[src/hdl/pva_pkg.sv]
`default_nettype none
package pva_pkg;

    localparam int NUM_VOICES_DEF   = 16;
    localparam int NUM_CHANNELS_DEF = 16;
    localparam int MAX_RESULTS      = 16;

    // input commands
    localparam logic [3:0] CMD_NOTE_ON   = 4'd0;
    localparam logic [3:0] CMD_NOTE_OFF  = 4'd1;
    localparam logic [3:0] CMD_ALL_OFF   = 4'd2;
    localparam logic [3:0] CMD_SUSTAIN   = 4'd3;
    localparam logic [3:0] CMD_SOSTENUTO = 4'd4;
    localparam logic [3:0] CMD_SOFT      = 4'd5;
    localparam logic [3:0] CMD_CC        = 4'd6;
    localparam logic [3:0] CMD_TICK      = 4'd7;
    localparam logic [3:0] CMD_VOICE_DONE = 4'd8;
    localparam logic [3:0] CMD_STOP_ALL  = 4'd9;

    // result actions
    localparam logic [2:0] ACT_NONE        = 3'd0;
    localparam logic [2:0] ACT_START       = 3'd1;
    localparam logic [2:0] ACT_RELEASE     = 3'd2;
    localparam logic [2:0] ACT_FADE        = 3'd3;
    localparam logic [2:0] ACT_STOP        = 3'd4;
    localparam logic [2:0] ACT_ALL_STOPPED = 3'd5;

    // configuration register indexes
    localparam logic [2:0] CFG_GROUP_CHANNEL = 3'd0;
    localparam logic [2:0] CFG_LOWEST_NOTE   = 3'd1;
    localparam logic [2:0] CFG_HIGHEST_NOTE  = 3'd2;
    localparam logic [2:0] CFG_FADE_SAMPLES  = 3'd3;
    localparam logic [2:0] CFG_BLOCK_LENGTH  = 3'd4;

    // controller numbers that act as pedals
    localparam logic [6:0] CC_SUSTAIN   = 7'd64;
    localparam logic [6:0] CC_SOSTENUTO = 7'd66;
    localparam logic [6:0] CC_SOFT      = 7'd67;
    localparam logic [6:0] CC_DOWN_MIN  = 7'd64;

    typedef struct packed {
        logic [3:0]  voice;
        logic [2:0]  action;
        logic [6:0]  note;
        logic [6:0]  velocity;
        logic [15:0] fade;
    } res_t;

    typedef struct packed {
        logic [6:0]  note;
        logic [4:0]  chan;
        logic [6:0]  velocity;
        logic [31:0] age;
    } pend_t;

    typedef struct packed {
        logic push;
        logic fin;
    } ostage_ctl_t;

    typedef struct packed {
        logic can_push;
        logic fin_ok;
    } ostage_sts_t;

endpackage
`default_nettype wire

[src/hdl/pva_if.sv]
`default_nettype none
interface pva_in_if;
    logic       valid;
    logic       ready;
    logic [3:0] command;
    logic [4:0] channel;
    logic [6:0] note;
    logic [6:0] velocity;
    logic       pedal_down;
    logic [6:0] cc_number;
    logic [6:0] cc_value;
    logic [3:0] voice_index;
    modport source (output valid, command, channel, note, velocity, pedal_down,
                    cc_number, cc_value, voice_index, input ready);
    modport sink (input valid, command, channel, note, velocity, pedal_down,
                  cc_number, cc_value, voice_index, output ready);
endinterface

interface pva_out_if;
    logic        valid;
    logic        ready;
    logic [3:0]  voice;
    logic [2:0]  action;
    logic [6:0]  out_note;
    logic [6:0]  out_velocity;
    logic [15:0] fade_position;
    logic        last;
    modport source (output valid, voice, action, out_note, out_velocity, fade_position,
                    last, input ready);
    modport sink (input valid, voice, action, out_note, out_velocity, fade_position,
                  last, output ready);
endinterface

interface pva_cfg_if;
    logic        valid;
    logic        ready;
    logic [2:0]  index;
    logic [15:0] data;
    modport source (output valid, index, data, input ready);
    modport sink (input valid, index, data, output ready);
endinterface
`default_nettype wire

[src/hdl/pva_out_stage.sv]
`default_nettype none
module pva_out_stage (
    input  logic                 clk,
    input  logic                 rst_n,
    input  pva_pkg::ostage_ctl_t ctl,
    input  pva_pkg::res_t        res,
    output pva_pkg::ostage_sts_t sts,
    pva_out_if.source            results
);
    import pva_pkg::*;

    logic hold_v_reg;
    logic out_v_reg;
    res_t hold_reg;
    res_t out_reg;
    logic last_reg;
    logic out_free;
    logic load;

    assign out_free     = !out_v_reg || results.ready;
    assign sts.can_push = !hold_v_reg || out_free;
    assign sts.fin_ok   = out_free;
    assign load         = (ctl.push && hold_v_reg) || ctl.fin;

    // track which of the two stages hold a result
    always_ff @(posedge clk or negedge rst_n)
    begin
        if (!rst_n)
        begin
            hold_v_reg <= 1'b0;
            out_v_reg  <= 1'b0;
        end
        else
        begin
            if (ctl.push)
                hold_v_reg <= 1'b1;
            else if (ctl.fin)
                hold_v_reg <= 1'b0;
            if (load)
                out_v_reg <= 1'b1;
            else if (results.ready)
                out_v_reg <= 1'b0;
        end
    end

    // hold the newest result back until we know whether it is the final one
    always_ff @(posedge clk)
    begin
        if (ctl.push)
            hold_reg <= res;
        if (ctl.push && hold_v_reg)
        begin
            out_reg  <= hold_reg;
            last_reg <= 1'b0;
        end
        else if (ctl.fin)
        begin
            out_reg  <= hold_v_reg ? hold_reg : '0;
            last_reg <= 1'b1;
        end
    end

    assign results.valid         = out_v_reg;
    assign results.voice         = out_reg.voice;
    assign results.action        = out_reg.action;
    assign results.out_note      = out_reg.note;
    assign results.out_velocity  = out_reg.velocity;
    assign results.fade_position = out_reg.fade;
    assign results.last          = last_reg;

endmodule
`default_nettype wire

[src/hdl/poly_voice_allocator_with_pedals.sv]
// Polyphonic voice allocator with sustain, sostenuto and soft pedals.
// Channels: events (valid/ready) carries one MIDI-style event per transaction;
// results (valid/ready) returns one or more per-voice commands for each event,
// the final one marked by last; cfg (valid/ready, always ready) writes the
// group channel, note range, steal fade length and block length.
// Each event is handled by a sequencer that visits one voice slot per cycle
// while the results side does not stall, through a single shared slot-update
// and age-compare unit. A walking event (note-on, note-off, all-off, pedal
// release, sostenuto down, tick) visits the slots in turn and then marks its
// final result in a flush state before the next event is taken; a note-on that
// finds a free slot stops there. A note-on that has to steal walks the slots up
// to three times (free, releasing, any) and then marks the victim in a steal
// state. Voice-done acts on the named slot and stop-all clears every slot at
// once; sustain-down, soft and ignored events go straight to the flush.
// events.ready is low while an event is in progress. A stalled results receiver
// stops the slot walk at the next slot that has a command to report; a stall
// loses nothing, but results past MAX_RESULTS per event are dropped. The last
// result waits in the output register while the next event is already accepted.
// Reset clears all slots to stopped, all pedals up and the age counter to zero,
// and loads the configuration defaults; no clearing pass is needed.
`default_nettype none
module poly_voice_allocator_with_pedals #(
    parameter int NUM_VOICES   = pva_pkg::NUM_VOICES_DEF,
    parameter int NUM_CHANNELS = pva_pkg::NUM_CHANNELS_DEF
) (
    input  logic      clk,
    input  logic      rst_n,
    pva_in_if.sink    events,
    pva_out_if.source results,
    pva_cfg_if.sink   cfg
);
    import pva_pkg::*;

    localparam int VW = (NUM_VOICES > 1) ? $clog2(NUM_VOICES) : 1;
    localparam int CW = $clog2(NUM_CHANNELS + 1);

    localparam logic [1:0] S_IDLE  = 2'd0;
    localparam logic [1:0] S_WALK  = 2'd1;
    localparam logic [1:0] S_STEAL = 2'd2;
    localparam logic [1:0] S_FLUSH = 2'd3;

    localparam logic [1:0] PASS_FREE = 2'd0;
    localparam logic [1:0] PASS_REL  = 2'd1;
    localparam logic [1:0] PASS_ANY  = 2'd2;

    localparam logic [3:0] OP_NOTE_ON  = 4'd0;
    localparam logic [3:0] OP_NOTE_OFF = 4'd1;
    localparam logic [3:0] OP_ALL_OFF  = 4'd2;
    localparam logic [3:0] OP_SUS_UP   = 4'd3;
    localparam logic [3:0] OP_SOS_DOWN = 4'd4;
    localparam logic [3:0] OP_SOS_UP   = 4'd5;
    localparam logic [3:0] OP_TICK     = 4'd6;
    localparam logic [3:0] OP_VDONE    = 4'd7;
    localparam logic [3:0] OP_STOP_ALL = 4'd8;

    localparam logic [1:0] M_STOP = 2'd0;
    localparam logic [1:0] M_PLAY = 2'd1;
    localparam logic [1:0] M_REL  = 2'd2;

    localparam logic [3:0] F_KEY   = 4'b0001;
    localparam logic [3:0] F_SUS   = 4'b0010;
    localparam logic [3:0] F_SOS   = 4'b0100;
    localparam logic [3:0] F_STEAL = 4'b1000;

    localparam logic [2:0] P_SUS  = 3'b001;
    localparam logic [2:0] P_SOS  = 3'b010;
    localparam logic [2:0] P_SOFT = 3'b100;

    // configuration
    logic [4:0]  grp_reg;
    logic [6:0]  lo_reg;
    logic [6:0]  hi_reg;
    logic [15:0] fsamp_reg;
    logic [12:0] blk_reg;

    // slot records
    logic [6:0]  slot_note_reg  [NUM_VOICES];
    logic [4:0]  slot_chan_reg  [NUM_VOICES];
    logic [1:0]  slot_mode_reg  [NUM_VOICES];
    logic [3:0]  slot_flags_reg [NUM_VOICES];
    logic [31:0] slot_age_reg   [NUM_VOICES];
    logic [15:0] slot_fade_reg  [NUM_VOICES];
    pend_t       slot_pend_reg  [NUM_VOICES];
    logic [2:0]  ped_reg        [NUM_CHANNELS + 1];
    logic [31:0] age_reg, age_next;

    // sequencer
    logic [1:0]    state_reg, state_next;
    logic [3:0]    op_reg, op_next;
    logic [1:0]    pass_reg, pass_next;
    logic [VW-1:0] idx_reg, idx_next;
    logic [VW-1:0] pick_reg, pick_next;
    logic          pickv_reg, pickv_next;
    logic [31:0]   best_reg, best_next;
    logic [4:0]    cnt_reg, cnt_next;
    logic [4:0]    it_ch_reg, it_ch_next;
    logic [6:0]    it_note_reg, it_note_next;
    logic [6:0]    it_vel_reg, it_vel_next;
    logic          it_sus_reg, it_sus_next;

    // slot access
    logic [VW-1:0] rd_idx;
    logic [6:0]    s_note;
    logic [4:0]    s_chan;
    logic [1:0]    s_mode;
    logic [3:0]    s_flags;
    logic [31:0]   s_age;
    logic [15:0]   s_fade;
    pend_t         s_pend;
    logic          s_steal;
    logic          last_i;

    logic        wr_en;
    logic [6:0]  wr_note;
    logic [4:0]  wr_chan;
    logic [1:0]  wr_mode;
    logic [3:0]  wr_flags;
    logic [31:0] wr_age;
    logic [15:0] wr_fade;
    logic        pend_wr;
    pend_t       wr_pend;
    logic        clear_all;
    logic        ped_wr;
    logic [CW-1:0] ped_idx;
    logic [2:0]  ped_val;

    logic        emit;
    res_t        em;
    logic        emit_eff;
    logic        stall;
    ostage_ctl_t octl;
    ostage_sts_t osts;

    logic        in_acc;
    logic        ch_ok;
    logic [2:0]  ped_cur;
    logic [14:0] vprod;
    logic [1:0]  pk;
    logic        pdown;
    logic [3:0]  f;
    logic        cand;
    logic        better;
    logic [16:0] pos;

    assign events.ready = (state_reg == S_IDLE);
    assign in_acc       = events.valid && events.ready;
    assign cfg.ready    = 1'b1;

    assign rd_idx  = (state_reg == S_STEAL) ? pick_reg : idx_reg;
    assign s_note  = slot_note_reg[rd_idx];
    assign s_chan  = slot_chan_reg[rd_idx];
    assign s_mode  = slot_mode_reg[rd_idx];
    assign s_flags = slot_flags_reg[rd_idx];
    assign s_age   = slot_age_reg[rd_idx];
    assign s_fade  = slot_fade_reg[rd_idx];
    assign s_pend  = slot_pend_reg[rd_idx];
    assign s_steal = |(s_flags & F_STEAL);
    assign last_i  = (idx_reg == VW'(NUM_VOICES - 1));

    assign ch_ok   = (events.channel <= 5'(NUM_CHANNELS));
    assign ped_cur = ped_reg[CW'(events.channel)];
    assign vprod   = 15'(events.velocity) * 15'd179;

    // configuration writes
    always_ff @(posedge clk or negedge rst_n)
    begin
        if (!rst_n)
        begin
            grp_reg   <= 5'd0;
            lo_reg    <= 7'd0;
            hi_reg    <= 7'd127;
            fsamp_reg <= 16'd240;
            blk_reg   <= 13'd64;
        end
        else if (cfg.valid)
        begin
            case (cfg.index)
                CFG_GROUP_CHANNEL: grp_reg   <= cfg.data[4:0];
                CFG_LOWEST_NOTE:   lo_reg    <= cfg.data[6:0];
                CFG_HIGHEST_NOTE:  hi_reg    <= cfg.data[6:0];
                CFG_FADE_SAMPLES:  fsamp_reg <= cfg.data;
                CFG_BLOCK_LENGTH:  blk_reg   <= cfg.data[12:0];
                default: ;
            endcase
        end
    end

    // sequencer and shared slot-update unit
    always_comb
    begin
        state_next   = state_reg;
        op_next      = op_reg;
        pass_next    = pass_reg;
        idx_next     = idx_reg;
        pick_next    = pick_reg;
        pickv_next   = pickv_reg;
        best_next    = best_reg;
        cnt_next     = cnt_reg;
        age_next     = age_reg;
        it_ch_next   = it_ch_reg;
        it_note_next = it_note_reg;
        it_vel_next  = it_vel_reg;
        it_sus_next  = it_sus_reg;
        wr_en     = 1'b0;
        wr_note   = s_note;
        wr_chan   = s_chan;
        wr_mode   = s_mode;
        wr_flags  = s_flags;
        wr_age    = s_age;
        wr_fade   = s_fade;
        pend_wr   = 1'b0;
        wr_pend   = '0;
        clear_all = 1'b0;
        ped_wr    = 1'b0;
        ped_idx   = CW'(events.channel);
        ped_val   = ped_cur;
        emit      = 1'b0;
        em        = '0;
        octl      = '0;
        pk        = 2'd0;
        pdown     = events.pedal_down;
        f         = s_flags;
        cand      = 1'b0;
        better    = 1'b0;
        pos       = 17'(s_fade) + 17'(blk_reg);

        case (state_reg)
            S_IDLE:
            begin
                if (in_acc)
                begin
                    it_ch_next   = events.channel;
                    it_note_next = events.note;
                    it_vel_next  = |(ped_cur & P_SOFT) ? vprod[14:8] : events.velocity;
                    it_sus_next  = |(ped_cur & P_SUS);
                    cnt_next     = 5'd0;
                    idx_next     = '0;
                    pickv_next   = 1'b0;
                    pass_next    = PASS_FREE;
                    state_next   = S_FLUSH;
                    // pedal kind: 1 sustain, 2 sostenuto, 3 soft
                    case (events.command)
                        CMD_SUSTAIN:   pk = 2'd1;
                        CMD_SOSTENUTO: pk = 2'd2;
                        CMD_SOFT:      pk = 2'd3;
                        CMD_CC:
                        begin
                            pdown = (events.cc_value >= CC_DOWN_MIN);
                            if (events.cc_number == CC_SUSTAIN)
                                pk = 2'd1;
                            else if (events.cc_number == CC_SOSTENUTO)
                                pk = 2'd2;
                            else if (events.cc_number == CC_SOFT)
                                pk = 2'd3;
                        end
                        default: ;
                    endcase
                    case (events.command)
                        CMD_NOTE_ON:
                        begin
                            if (ch_ok && (grp_reg == 5'd0 || grp_reg == events.channel)
                                && events.note >= lo_reg && events.note <= hi_reg)
                            begin
                                op_next    = OP_NOTE_ON;
                                state_next = S_WALK;
                            end
                        end
                        CMD_NOTE_OFF:
                        begin
                            if (ch_ok)
                            begin
                                op_next    = OP_NOTE_OFF;
                                state_next = S_WALK;
                            end
                        end
                        CMD_ALL_OFF:
                        begin
                            op_next    = OP_ALL_OFF;
                            state_next = S_WALK;
                        end
                        CMD_TICK:
                        begin
                            op_next    = OP_TICK;
                            state_next = S_WALK;
                        end
                        CMD_VOICE_DONE:
                        begin
                            if (32'(events.voice_index) < NUM_VOICES)
                            begin
                                op_next    = OP_VDONE;
                                idx_next   = VW'(events.voice_index);
                                state_next = S_WALK;
                            end
                        end
                        CMD_STOP_ALL:
                        begin
                            op_next    = OP_STOP_ALL;
                            state_next = S_WALK;
                        end
                        default: ;
                    endcase
                    // pedal changes
                    if (ch_ok && pk != 2'd0)
                    begin
                        ped_wr = 1'b1;
                        case (pk)
                            2'd1:
                            begin
                                ped_val = pdown ? (ped_cur | P_SUS) : (ped_cur & ~P_SUS);
                                if (!pdown)
                                begin
                                    op_next    = OP_SUS_UP;
                                    state_next = S_WALK;
                                end
                            end
                            2'd2:
                            begin
                                ped_val    = pdown ? (ped_cur | P_SOS) : (ped_cur & ~P_SOS);
                                op_next    = pdown ? OP_SOS_DOWN : OP_SOS_UP;
                                state_next = S_WALK;
                            end
                            default:
                                ped_val = pdown ? (ped_cur | P_SOFT) : (ped_cur & ~P_SOFT);
                        endcase
                    end
                end
            end

            S_WALK:
            begin
                em.voice = 4'(rd_idx);
                if (last_i)
                    state_next = S_FLUSH;
                else
                    idx_next = idx_reg + VW'(1);
                case (op_reg)
                    OP_NOTE_ON:
                    begin
                        if (pass_reg == PASS_FREE)
                        begin
                            if (!s_steal && s_mode == M_STOP)
                            begin
                                age_next   = age_reg + 32'd1;
                                wr_en      = 1'b1;
                                wr_note    = it_note_reg;
                                wr_chan    = it_ch_reg;
                                wr_age     = age_reg + 32'd1;
                                wr_flags   = F_KEY;
                                wr_mode    = M_PLAY;
                                emit       = 1'b1;
                                em.action  = ACT_START;
                                em.note    = it_note_reg;
                                em.velocity = it_vel_reg;
                                state_next = S_FLUSH;
                            end
                            else if (last_i)
                            begin
                                pass_next  = PASS_REL;
                                idx_next   = '0;
                                state_next = S_WALK;
                            end
                        end
                        else
                        begin
                            cand   = !s_steal && (pass_reg == PASS_ANY || s_mode == M_REL);
                            better = cand && (!pickv_reg || s_age < best_reg);
                            if (better)
                            begin
                                pick_next  = idx_reg;
                                best_next  = s_age;
                                pickv_next = 1'b1;
                            end
                            if (last_i)
                            begin
                                if (pickv_reg || better)
                                    state_next = S_STEAL;
                                else if (pass_reg == PASS_REL)
                                begin
                                    pass_next  = PASS_ANY;
                                    idx_next   = '0;
                                    state_next = S_WALK;
                                end
                            end
                        end
                    end
                    OP_NOTE_OFF:
                    begin
                        if (!s_steal && s_note == it_note_reg && s_chan == it_ch_reg
                            && |(s_flags & F_KEY))
                        begin
                            f = (s_flags & ~F_KEY) | (it_sus_reg ? F_SUS : 4'b0000);
                            wr_en    = 1'b1;
                            wr_flags = f;
                            if (f == 4'b0000 && s_mode == M_PLAY)
                            begin
                                wr_mode   = M_REL;
                                emit      = 1'b1;
                                em.action = ACT_RELEASE;
                            end
                        end
                    end
                    OP_SUS_UP, OP_SOS_UP:
                    begin
                        f = (op_reg == OP_SUS_UP) ? F_SUS : F_SOS;
                        if (s_chan == it_ch_reg && |(s_flags & f))
                        begin
                            f = s_flags & ~f;
                            wr_en    = 1'b1;
                            wr_flags = f;
                            if (f == 4'b0000 && s_mode == M_PLAY)
                            begin
                                wr_mode   = M_REL;
                                emit      = 1'b1;
                                em.action = ACT_RELEASE;
                            end
                        end
                    end
                    OP_SOS_DOWN:
                    begin
                        if (s_chan == it_ch_reg && |(s_flags & F_KEY))
                        begin
                            wr_en    = 1'b1;
                            wr_flags = s_flags | F_SOS;
                        end
                    end
                    OP_ALL_OFF:
                    begin
                        if (!s_steal && s_mode == M_PLAY
                            && (it_ch_reg == 5'd0 || s_chan == it_ch_reg))
                        begin
                            wr_en     = 1'b1;
                            wr_flags  = 4'b0000;
                            wr_mode   = M_REL;
                            emit      = 1'b1;
                            em.action = ACT_RELEASE;
                        end
                    end
                    OP_TICK:
                    begin
                        if (s_steal)
                        begin
                            wr_en = 1'b1;
                            emit  = 1'b1;
                            if (pos >= 17'(fsamp_reg))
                            begin
                                wr_note     = s_pend.note;
                                wr_chan     = s_pend.chan;
                                wr_age      = s_pend.age;
                                wr_flags    = F_KEY;
                                wr_mode     = M_PLAY;
                                wr_fade     = 16'd0;
                                em.action   = ACT_START;
                                em.note     = s_pend.note;
                                em.velocity = s_pend.velocity;
                            end
                            else
                            begin
                                wr_fade   = pos[15:0];
                                em.action = ACT_FADE;
                                em.fade   = pos[15:0];
                            end
                        end
                    end
                    OP_VDONE:
                    begin
                        state_next = S_FLUSH;
                        idx_next   = idx_reg;
                        if (!s_steal && s_mode == M_REL)
                        begin
                            wr_en     = 1'b1;
                            wr_mode   = M_STOP;
                            emit      = 1'b1;
                            em.action = ACT_STOP;
                        end
                    end
                    default:
                    begin
                        // stop everything at once
                        state_next = S_FLUSH;
                        idx_next   = idx_reg;
                        clear_all  = 1'b1;
                        emit       = 1'b1;
                        em.voice   = 4'd0;
                        em.action  = ACT_ALL_STOPPED;
                    end
                endcase
            end

            S_STEAL:
            begin
                age_next   = age_reg + 32'd1;
                wr_en      = 1'b1;
                wr_flags   = s_flags | F_STEAL;
                wr_fade    = 16'd0;
                pend_wr    = 1'b1;
                wr_pend    = '{note: it_note_reg, chan: it_ch_reg, velocity: it_vel_reg,
                               age: age_reg + 32'd1};
                emit       = 1'b1;
                em.voice   = 4'(rd_idx);
                em.action  = ACT_FADE;
                state_next = S_FLUSH;
            end

            default:
            begin
                // mark the final result
                if (osts.fin_ok)
                begin
                    octl.fin   = 1'b1;
                    state_next = S_IDLE;
                end
            end
        endcase

        // drop results past the limit, stall when the output side is full
        emit_eff  = emit && (cnt_reg < 5'(MAX_RESULTS));
        stall     = emit_eff && !osts.can_push;
        octl.push = emit_eff && !stall;
        if (octl.push)
            cnt_next = cnt_reg + 5'd1;
        if (stall)
        begin
            state_next = state_reg;
            pass_next  = pass_reg;
            idx_next   = idx_reg;
            pick_next  = pick_reg;
            pickv_next = pickv_reg;
            best_next  = best_reg;
            age_next   = age_reg;
            wr_en      = 1'b0;
            pend_wr    = 1'b0;
            clear_all  = 1'b0;
        end
    end

    // control registers
    always_ff @(posedge clk or negedge rst_n)
    begin
        if (!rst_n)
        begin
            state_reg <= S_IDLE;
            op_reg    <= OP_NOTE_ON;
            pass_reg  <= PASS_FREE;
            idx_reg   <= '0;
            pick_reg  <= '0;
            pickv_reg <= 1'b0;
            cnt_reg   <= 5'd0;
            age_reg   <= 32'd0;
        end
        else
        begin
            state_reg <= state_next;
            op_reg    <= op_next;
            pass_reg  <= pass_next;
            idx_reg   <= idx_next;
            pick_reg  <= pick_next;
            pickv_reg <= pickv_next;
            cnt_reg   <= cnt_next;
            age_reg   <= age_next;
        end
    end

    // event payload
    always_ff @(posedge clk)
    begin
        best_reg    <= best_next;
        it_ch_reg   <= it_ch_next;
        it_note_reg <= it_note_next;
        it_vel_reg  <= it_vel_next;
        it_sus_reg  <= it_sus_next;
    end

    // pedal flags per channel
    always_ff @(posedge clk or negedge rst_n)
    begin
        if (!rst_n)
        begin
            for (int c = 0; c <= NUM_CHANNELS; c++)
                ped_reg[c] <= 3'b000;
        end
        else if (ped_wr)
            ped_reg[ped_idx] <= ped_val;
    end

    // slot records
    always_ff @(posedge clk or negedge rst_n)
    begin
        if (!rst_n)
        begin
            for (int v = 0; v < NUM_VOICES; v++)
            begin
                slot_note_reg[v]  <= 7'd0;
                slot_chan_reg[v]  <= 5'd0;
                slot_mode_reg[v]  <= M_STOP;
                slot_flags_reg[v] <= 4'b0000;
                slot_age_reg[v]   <= 32'd0;
                slot_fade_reg[v]  <= 16'd0;
            end
        end
        else if (clear_all)
        begin
            for (int v = 0; v < NUM_VOICES; v++)
            begin
                slot_mode_reg[v]  <= M_STOP;
                slot_flags_reg[v] <= 4'b0000;
                slot_fade_reg[v]  <= 16'd0;
            end
        end
        else if (wr_en)
        begin
            slot_note_reg[rd_idx]  <= wr_note;
            slot_chan_reg[rd_idx]  <= wr_chan;
            slot_mode_reg[rd_idx]  <= wr_mode;
            slot_flags_reg[rd_idx] <= wr_flags;
            slot_age_reg[rd_idx]   <= wr_age;
            slot_fade_reg[rd_idx]  <= wr_fade;
        end
    end

    // note waiting on a steal
    always_ff @(posedge clk)
    begin
        if (pend_wr)
            slot_pend_reg[rd_idx] <= wr_pend;
    end

    pva_out_stage u_out_stage (
        .clk     (clk),
        .rst_n   (rst_n),
        .ctl     (octl),
        .res     (em),
        .sts     (osts),
        .results (results)
    );

endmodule
`default_nettype wire

[src/flat_wrapper.sv]
// flat-port wrapper written by rule: the top's interface ports become plain ports
module poly_voice_allocator_with_pedals_flat import pva_pkg::*;
#(
    parameter int NUM_VOICES   = pva_pkg::NUM_VOICES_DEF,
    parameter int NUM_CHANNELS = pva_pkg::NUM_CHANNELS_DEF
)
  (clk, rst_n, events_valid, events_command, events_channel, events_note, events_velocity, events_pedal_down, events_cc_number, events_cc_value, events_voice_index, events_ready, results_valid, results_voice, results_action, results_out_note, results_out_velocity, results_fade_position, results_last, results_ready, cfg_valid, cfg_index, cfg_data, cfg_ready);
  pva_in_if events_i ();
  pva_out_if results_i ();
  pva_cfg_if cfg_i ();
  input  logic clk;
  input  logic rst_n;
  input wire logic [$bits(events_i.valid)-1:0] events_valid;
  input wire logic [$bits(events_i.command)-1:0] events_command;
  input wire logic [$bits(events_i.channel)-1:0] events_channel;
  input wire logic [$bits(events_i.note)-1:0] events_note;
  input wire logic [$bits(events_i.velocity)-1:0] events_velocity;
  input wire logic [$bits(events_i.pedal_down)-1:0] events_pedal_down;
  input wire logic [$bits(events_i.cc_number)-1:0] events_cc_number;
  input wire logic [$bits(events_i.cc_value)-1:0] events_cc_value;
  input wire logic [$bits(events_i.voice_index)-1:0] events_voice_index;
  output wire logic [$bits(events_i.ready)-1:0] events_ready;
  output wire logic [$bits(results_i.valid)-1:0] results_valid;
  output wire logic [$bits(results_i.voice)-1:0] results_voice;
  output wire logic [$bits(results_i.action)-1:0] results_action;
  output wire logic [$bits(results_i.out_note)-1:0] results_out_note;
  output wire logic [$bits(results_i.out_velocity)-1:0] results_out_velocity;
  output wire logic [$bits(results_i.fade_position)-1:0] results_fade_position;
  output wire logic [$bits(results_i.last)-1:0] results_last;
  input wire logic [$bits(results_i.ready)-1:0] results_ready;
  input wire logic [$bits(cfg_i.valid)-1:0] cfg_valid;
  input wire logic [$bits(cfg_i.index)-1:0] cfg_index;
  input wire logic [$bits(cfg_i.data)-1:0] cfg_data;
  output wire logic [$bits(cfg_i.ready)-1:0] cfg_ready;
  assign events_i.valid = events_valid;
  assign events_i.command = events_command;
  assign events_i.channel = events_channel;
  assign events_i.note = events_note;
  assign events_i.velocity = events_velocity;
  assign events_i.pedal_down = events_pedal_down;
  assign events_i.cc_number = events_cc_number;
  assign events_i.cc_value = events_cc_value;
  assign events_i.voice_index = events_voice_index;
  assign events_ready = events_i.ready;
  assign results_valid = results_i.valid;
  assign results_voice = results_i.voice;
  assign results_action = results_i.action;
  assign results_out_note = results_i.out_note;
  assign results_out_velocity = results_i.out_velocity;
  assign results_fade_position = results_i.fade_position;
  assign results_last = results_i.last;
  assign results_i.ready = results_ready;
  assign cfg_i.valid = cfg_valid;
  assign cfg_i.index = cfg_index;
  assign cfg_i.data = cfg_data;
  assign cfg_ready = cfg_i.ready;
  poly_voice_allocator_with_pedals #(.NUM_VOICES(NUM_VOICES), .NUM_CHANNELS(NUM_CHANNELS)) u_core (.clk(clk), .rst_n(rst_n), .events(events_i), .results(results_i), .cfg(cfg_i));
endmodule
[config.mk]
export PLATFORM = sky130hd
export DESIGN_NAME = poly_voice_allocator_with_pedals_flat
export DESIGN_NICKNAME = d
export VERILOG_FILES = /design/src/hdl/pva_pkg.sv /design/src/hdl/pva_if.sv /design/src/hdl/pva_out_stage.sv /design/src/hdl/poly_voice_allocator_with_pedals.sv /design/src/flat_wrapper.sv
export SDC_FILE = /design/constraint.sdc
export NUM_CORES = 2
export LEC_CHECK = 0
export BUFFER_PORTS_ARGS = -buffer_cell sky130_fd_sc_hd__buf_2
export CORE_MARGIN = 1.5
export CORE_UTILIZATION = 40
export DETAILED_ROUTE_END_ITERATION = 10
export GPL_TIMING_DRIVEN = 0
export PLACE_DENSITY = 0.62
export RECOVER_POWER = 25
export SYNTH_ARGS = -nofsm -noshare
export SYNTH_HDL_FRONTEND = slang
export SYNTH_SLANG_ARGS = --single-unit
[constraint.sdc]
create_clock -name clk -period 7.7 [get_ports clk]
set_input_delay 1.925 -clock clk [delete_from_list [all_inputs] [get_ports clk]]
set_output_delay 1.925 -clock clk [all_outputs]
set_load 0.01 [all_outputs]
## Yosys cells after proc, flatten, opt, wreduce, memory -nomap -nowiden

Memory sizes are Yosys's and may differ from the RTL's.
Cells that the tools add are included.
W data, S select, Z words.

- Bits in registers: 1338
- Bits in latches: 0
- RAM bits: 816
- Memory bits (read-only): 0
- Bits of input ports: 66
- Output and inout port bits: 41
- Word-level logic and storage cells: 515
- Memories kept: 1

Memories:

| memory | words | bits a word | rd ports | clocked after Yosys merged registers in | wr ports | RTL line | RTL |
|---|---|---|---|---|---|---|---|
| u_core.slot_pend_reg | 16 | 51 | 1 | 0 | 1 | poly_voice_allocator_with_pedals.sv:83 | `pend_t slot_pend_reg [NUM_VOICES];` |

- Add/sub/neg operators: 4
- $mul: 1
- Divide/modulo/power cells: 0
- Order comparisons: 11
- Equal/unequal tests: 46
- Shift operators: 0
- Mux-type cells: 220
- Bitwise logic cells: 9
- Reductions and logical operators: 79

Operator list:

| kind | count |
|---|---|
| $bwmux W512 | 1 |
| $mux W256 | 2 |
| $mux W32 | 14 |
| $bwmux W256 | 1 |
| $bmux W32 S4 | 1 |
| $demux W32 S4 | 1 |
| $mux W64 | 2 |
| $pmux W32 S2 | 2 |
| $bwmux W112 | 1 |
| $mux W37 | 3 |
| $mux W4 | 25 |
| $mux W16 | 6 |
| $mux W2 | 47 |
| $bwmux W80 | 1 |
| $bmux W16 S4 | 1 |
| $bwmux W64 | 1 |
| $demux W16 S4 | 1 |
| $mux W7 | 9 |
| $mux W5 | 11 |
| $bwmux W51 | 1 |
| $mux W51 | 1 |
| $pmux W4 S6 | 2 |
| $mux W1 | 38 |
| $mux W3 | 11 |
| 87 further kinds | 187 |

## Logic depth before layout (Yosys ltp)

- Depth after elaboration: 20
- Mapped depth: 38
- Gate-level depth less buffers: 28

## Hierarchy

Synthesis repeated with hierarchy kept, for this count alone.

- Cell total of the unflattened synthesis: 6223
- Area total of the unflattened synthesis: 95016.1 sq um

By module, submodules not included:

| module | times used | cells each | area an instance (sq um) | seq. area each (sq um) |
|---|---|---|---|---|
| poly_voice_allocator_with_pedals | 1 | 6096 | 92417.4 | 55908.6 |
| pva_out_stage | 1 | 127 | 2598.7 | 2292.2 |

## Worst setup path before layout

No wires, ideal clock.

- Path type: reg-to-reg
- Start point: register u_core.state_reg[0]
- End point: register u_core.slot_age_reg[203] (netlist name)
- Library setup time: 0.124 ns
- Arrival: 7.628 ns
- Required time: 7.576 ns
- Slack: -0.052 ns
- Cell stages (with the launch flop): 38
- Buffers on the path: 10
- Period minus slack after synthesis: 7.752 ns
- Cell sequence: dfrtp_1 -> inv_1 -> ha_1 -> buf_4 -> buf_4 -> mux2_2 -> buf_2 -> buf_2 -> buf_1 -> buf_2 -> mux4_2 -> o22ai_1 -> nor2_1 -> ha_1 -> inv_1 -> fa_1 -> inv_1 -> a21oi_1 -> [2 not listed] -> a221oi_1 -> nor2_1 -> xnor2_1 -> inv_1 -> ha_1 -> a211o_1 -> a21oi_1 -> nand3_1 -> o21ai_0 -> o211ai_1 -> and2_1 -> buf_2 -> buf_4 -> clkbuf_1 -> a221o_1 -> a22oi_1 -> buf_4 -> a21oi_1

- Word-level cells in the longest chain between the ends: 18
- Elaborated cells on any way between the ends: 84
- Classes of those cells: 1 x add/sub; 3 x order compare; 6 x eq/ne; 47 x mux; 5 x bitwise; 21 x reduce/logical; 1 x memory

Ends and longest elaborated chain:

| element | RTL line | RTL |
|---|---|---|
| from (decl) | poly_voice_allocator_with_pedals.sv:88 | `logic [1:0] state_reg, state_next;` |
| from (signal assigned) | poly_voice_allocator_with_pedals.sv:552 | `state_reg <= state_next;` |
| branches (longest 18 deep; another with $add A16 B13 Y17) | n/a |  |
| to (signal, indexed assignment) | poly_voice_allocator_with_pedals.sv:615 | `slot_age_reg[rd_idx] <= wr_age;` |
| to (decl) | poly_voice_allocator_with_pedals.sv:81 | `logic [31:0] slot_age_reg [NUM_VOICES];` |

Several ways; the timed one is not identified. The select of a mux whose other input is x is not followed.
A chain may end at the register's enable or synchronous reset.

## Final worst setup path

- Start point: register u_core.state_reg[1]
- End point: memory u_core.slot_pend_reg[10][6] (netlist name) (enable)

- Word-level cells in the longest chain between the ends: 18
- Elaborated cells on any way between the ends: 56
- Classes of those cells: 6 x eq/ne; 28 x mux; 4 x bitwise; 18 x reduce/logical

Ends and longest elaborated chain:

| element | RTL line | RTL |
|---|---|---|
| $eq A2 B2 Y1 | poly_voice_allocator_with_pedals.sv:149, poly_voice_allocator_with_pedals.sv:227 |  |
| $mux W4 | poly_voice_allocator_with_pedals.sv:149 | `assign rd_idx = (state_reg == S_STEAL) ? pick_reg : idx_reg;` |
| $not A4 Y5 (not written as such) | n/a |  |
| $bmux W4 S4 or $bmux W7 S4 (tied branches) | poly_voice_allocator_with_pedals.sv:153, poly_voice_allocator_with_pedals.sv:150 |  |
| $mux W4 (not written as such) or $mux W7 (tied branches) (2 in series) | poly_voice_allocator_with_pedals.sv:153, poly_voice_allocator_with_pedals.sv:150 |  |
| $and A4 B4 Y4, or another cell as far along | poly_voice_allocator_with_pedals.sv:407 | `f = s_flags & ~f;` |
| $logic_not A4 Y1, or another cell as far along | poly_voice_allocator_with_pedals.sv:410 | `if (f == 4'b0000 && s_mode == M_PLAY)` |
| $logic_and A1 B1 Y1, on equally long branches | poly_voice_allocator_with_pedals.sv:410, poly_voice_allocator_with_pedals.sv:388, poly_voice_allocator_with_pedals.sv:394 |  |
| $mux W1, or another cell as far along | poly_voice_allocator_with_pedals.sv:410 |  |
| $mux W1, on equally long branches | poly_voice_allocator_with_pedals.sv:405, poly_voice_allocator_with_pedals.sv:388 |  |
| $pmux W1 S7 | poly_voice_allocator_with_pedals.sv:336 | `case (op_reg)` |
| $pmux W1 S2 | poly_voice_allocator_with_pedals.sv:227 | `case (state_reg)` |
| $logic_and A1 B1 Y1 | poly_voice_allocator_with_pedals.sv:516 | `emit_eff = emit && (cnt_reg < 5'(MAX_RESULTS));` |
| $logic_and A1 B1 Y1 | poly_voice_allocator_with_pedals.sv:517 | `stall = emit_eff && !osts.can_push;` |
| $mux W1 | poly_voice_allocator_with_pedals.sv:521 | `if (stall)` |
| $mux W1 | poly_voice_allocator_with_pedals.sv:623 | `if (pend_wr)` |
| $mux W1 (not written as such) | poly_voice_allocator_with_pedals.sv:624 | `slot_pend_reg[rd_idx] <= wr_pend;` |
| to (decl) | poly_voice_allocator_with_pedals.sv:83 |  |

Parallel ways exist; a longest one is shown, timed or not. The select of a mux whose other input is x is not followed.

==> flow_summary.ini <==
[sta]
finalHoldWorstSlack_ns = 0.479
slew_viol_final = 203
skew_ns = 0.0397
post-route-min-period_ns = 7.81
fin_ws_ns = -0.113
worst_slew_pin_slew_ns = 4.36
maxSlewHeadroom = -1.90
final-hold-violation-count = 0
clock.fmax_mhz = 128
period_share = 1.01
setup_viol = 100
rsz0062_at_grt = yes

[cells_and_area]
drive_gt1_frac = 0.227
fin_nets = 7591
syn2layout_area_growth_pct = 16.3
layout_commonest_cell = dfrtp_1
largest_reg_flops = 816
final_cell_mix = 1181 x dfrtp_1, 942 x edfxtp_1, 544 x a21oi_1, 518 x a31oi_1, 426 x mux4_2

[critical_path]
critPathMostFrequentCell = buf_12
crit_type = flop to flop
critPathBufInv = 7
reg2reg_slack_ns = -0.11
critical_path.max_stage_delay_ns = 0.78
critPathLaunchType = flop
required_ns = 8.27
critPathMaxFanout = 20
worst-endpoint-arrival_ns = 8.38
cp-end-kind = flop
crit_chain = ha_4 > buf_12 > buf_4 > nor3_1 > buf_2 > clkbuf_1 > o21ai_0 > a41oi_1 > nand4b_1 > xor2_1 > nor3_2 > a31oi_2 > nand3_1 > o21ai_4 > clkbuf_2 > nand3_1 > nor2_4 > buf_12 > buf_12
cp_top_family = simple AND/OR/NAND/NOR gates
worst_path_max_delay_cell = nor2_4

[synth]
async_flop_share = 0.559
yosysSeqAreaShare = 0.604
synth_mux_area_frac = 0.136
synthXorXnorAreaFrac = 0.00891
syn_area_um2 = 96300
synth_nets = 7099
yosys.area_share.simple = 0.0472
syn_avg_cell_area_um2 = 14.0
yosys.cell_types.count = 92
synthAdderAreaFrac = 0.0179
synth_compound_area_frac = 0.150
yosysWarnings = 0
syn_inst = 6901
synth-seq-cells = 2137
synth_top_family_by_area = compound AO/OA/AOI/OAI gates
synth-edff-count = 942
synthFlopType = dfrtp_1

[floorplan]
start_util = 0.404
coreArea_um2 = 239000
rows = 179
die_area_um2 = 244000
die_h_um = 494
fp.dieW_um = 494
io_pins = 107

[route]
antenna_left = 0
vias = 69700
wire_per_inst_um = 32.3
drc = 0
drtPass1Iterations = 6
initialDrtViolationCount = 9972
wl_mm = 347
detail_route.vias_per_cell = 6.48

[power]
p_leak_nw = 43.7
peakVddDrop_mv = 0.243
pwr_density_cell_nw_per_um2 = 426

[clocking]
cts_buffer_depth = 3
cts_hold_buf = 0
clk_latency_ns = 0.89
cts.htree.levels = 4
cts_buffers = 220
cts_sinks = 2137
cts_tree = done
clockRootBuffer = clkbuf_16
clk_pin_slew_ns = 0.06

[global_route]
grt_start_max_net_pins = 175
overflow = 0
grt_usage = 0.279
globalRouteMet1Util = 0.379
grt_use_met2 = 0.427
antenna_found_initial = 12
grt_util_met3 = 0.0745
grt-busiest-layer = met2
grt_pass1_wl_mm = 495
first_global_vias = 68700

[job]
maxCapViolCount = 3

[run_status]
status = complete, but fails checks
violations = max-capacitance violations, max-slew violations, negative setup slack

[placement]
routabilityCongestion = 0.958
port-buffer-count = 97
dp_hpwl_mm = 239
dp_slack_ns = -5.25

[hold_path]
hp-class = flop to flop
what timing repair did:
item,4_1_cts,5_1_grt
setup buffers,99,33
pin swaps,56,36
gates resized for setup,437,94
setup endpoints to repair,1939,1157
cloned,3,4
Yosys cell counts, drive strengths merged, types with 26 or more instances:
master | instances | share of area
o2bb2ai | 33 | 0.0030
a22o | 318 | 0.029
ha | 122 | 0.016
a21oi | 552 | 0.029
nor3 | 57 | 0.0049
clkbuf | 370 | 0.014
and2 | 66 | 0.0043
inv | 120 | 0.0047
a41o | 34 | 0.0035
dfrtp | 1182 | 0.31
and3 | 34 | 0.0022
a31oi | 522 | 0.034
a221o | 29 | 0.0030
o22ai | 135 | 0.0088
o21a | 44 | 0.0034
nand4 | 53 | 0.0035
nand2 | 174 | 0.0068
nand3 | 75 | 0.0039
nand2b | 30 | 0.0019
nor2 | 239 | 0.0094
buf | 299 | 0.017
a21o | 31 | 0.0024
a22oi | 113 | 0.010
o21ai | 206 | 0.011
mux4 | 426 | 0.10
xnor2 | 72 | 0.0065
xor2 | 26 | 0.0024
edfxtp | 942 | 0.29
a41oi | 40 | 0.0036
and4 | 43 | 0.0039
mux2 | 297 | 0.035
area by class of cell:
| type | count | area, um^2 |
|---|---|---|
| multi-input cells | 3976 | 35500 |
| repair inverters | 1 | 7.51 |
| clock inverters | 120 | 1280 |
| clock buffers | 288 | 6110 |
| diodes | 6 | 15.0 |
| fillers | 20700 | 127000 |
| inverters | 120 | 454 |
| well taps | 3167 | 3960 |
| flip-flops and latches | 2137 | 58200 |
| repair buffers | 284 | 2680 |
| plain buffers | 653 | 3830 |
stage by stage:
stage / cell area [um^2] / cells / TNS (ns) / total power [mW] / utilization
after floorplan: 96300 / 6901 / 0 / 25.7 / -
after global placement: 101000 / 10200 / - / 33.4 / 0.422
after detailed placement: 102000 / 10200 / -5210.18 / 33.8 / 0.428
after CTS: 112000 / 10700 / -0.722 / 46.7 / 0.468
final: 112000 / 10800 / -7.86 / 47.7 / 0.470
after global routing: 112000 / 10700 / -8.41 / 49.0 / 0.469
routing by layer:
metal	routed length, um	vias up
met4	15000	8
met1	135000	36500
li1	-	28100
met2	157000	4345
met3	39000	716
met5	53	-
where the power goes:
group	internal, mW	total (mW)	switching [mW]
combinational	7.21	22.2	15.0
sequential	13.7	14.5	0.831
clock	6.29	11.0	4.71
final timing paths:
kind / from / endpoint / cells past startpoint
max: u_core.state_reg[1] / u_core.slot_pend_reg[10][6] / 19
min: u_core.slot_flags_reg[22] / u_core.slot_flags_reg[22] / 1
max reg2reg: u_core.state_reg[1] / u_core.slot_pend_reg[10][6] / 19
min reg2reg: u_core.slot_flags_reg[22] / u_core.slot_flags_reg[22] / 1
max in group asynchronous: rst_n / u_core.slot_age_reg[463] / 5
min in group asynchronous: rst_n / u_core.fsamp_reg[13] / 1
cell families after synthesis:
family                     count (synthesis)
AOI/OAI and AO/OA                       2158
xor gates and xnor gates                  98
adders and majority gates                132
buffers and inverters                    789
DFF                                     2137
muxes                                    733
other                                      1
and+or+nand+nor                          853
(Power assumes the default switching activity.)
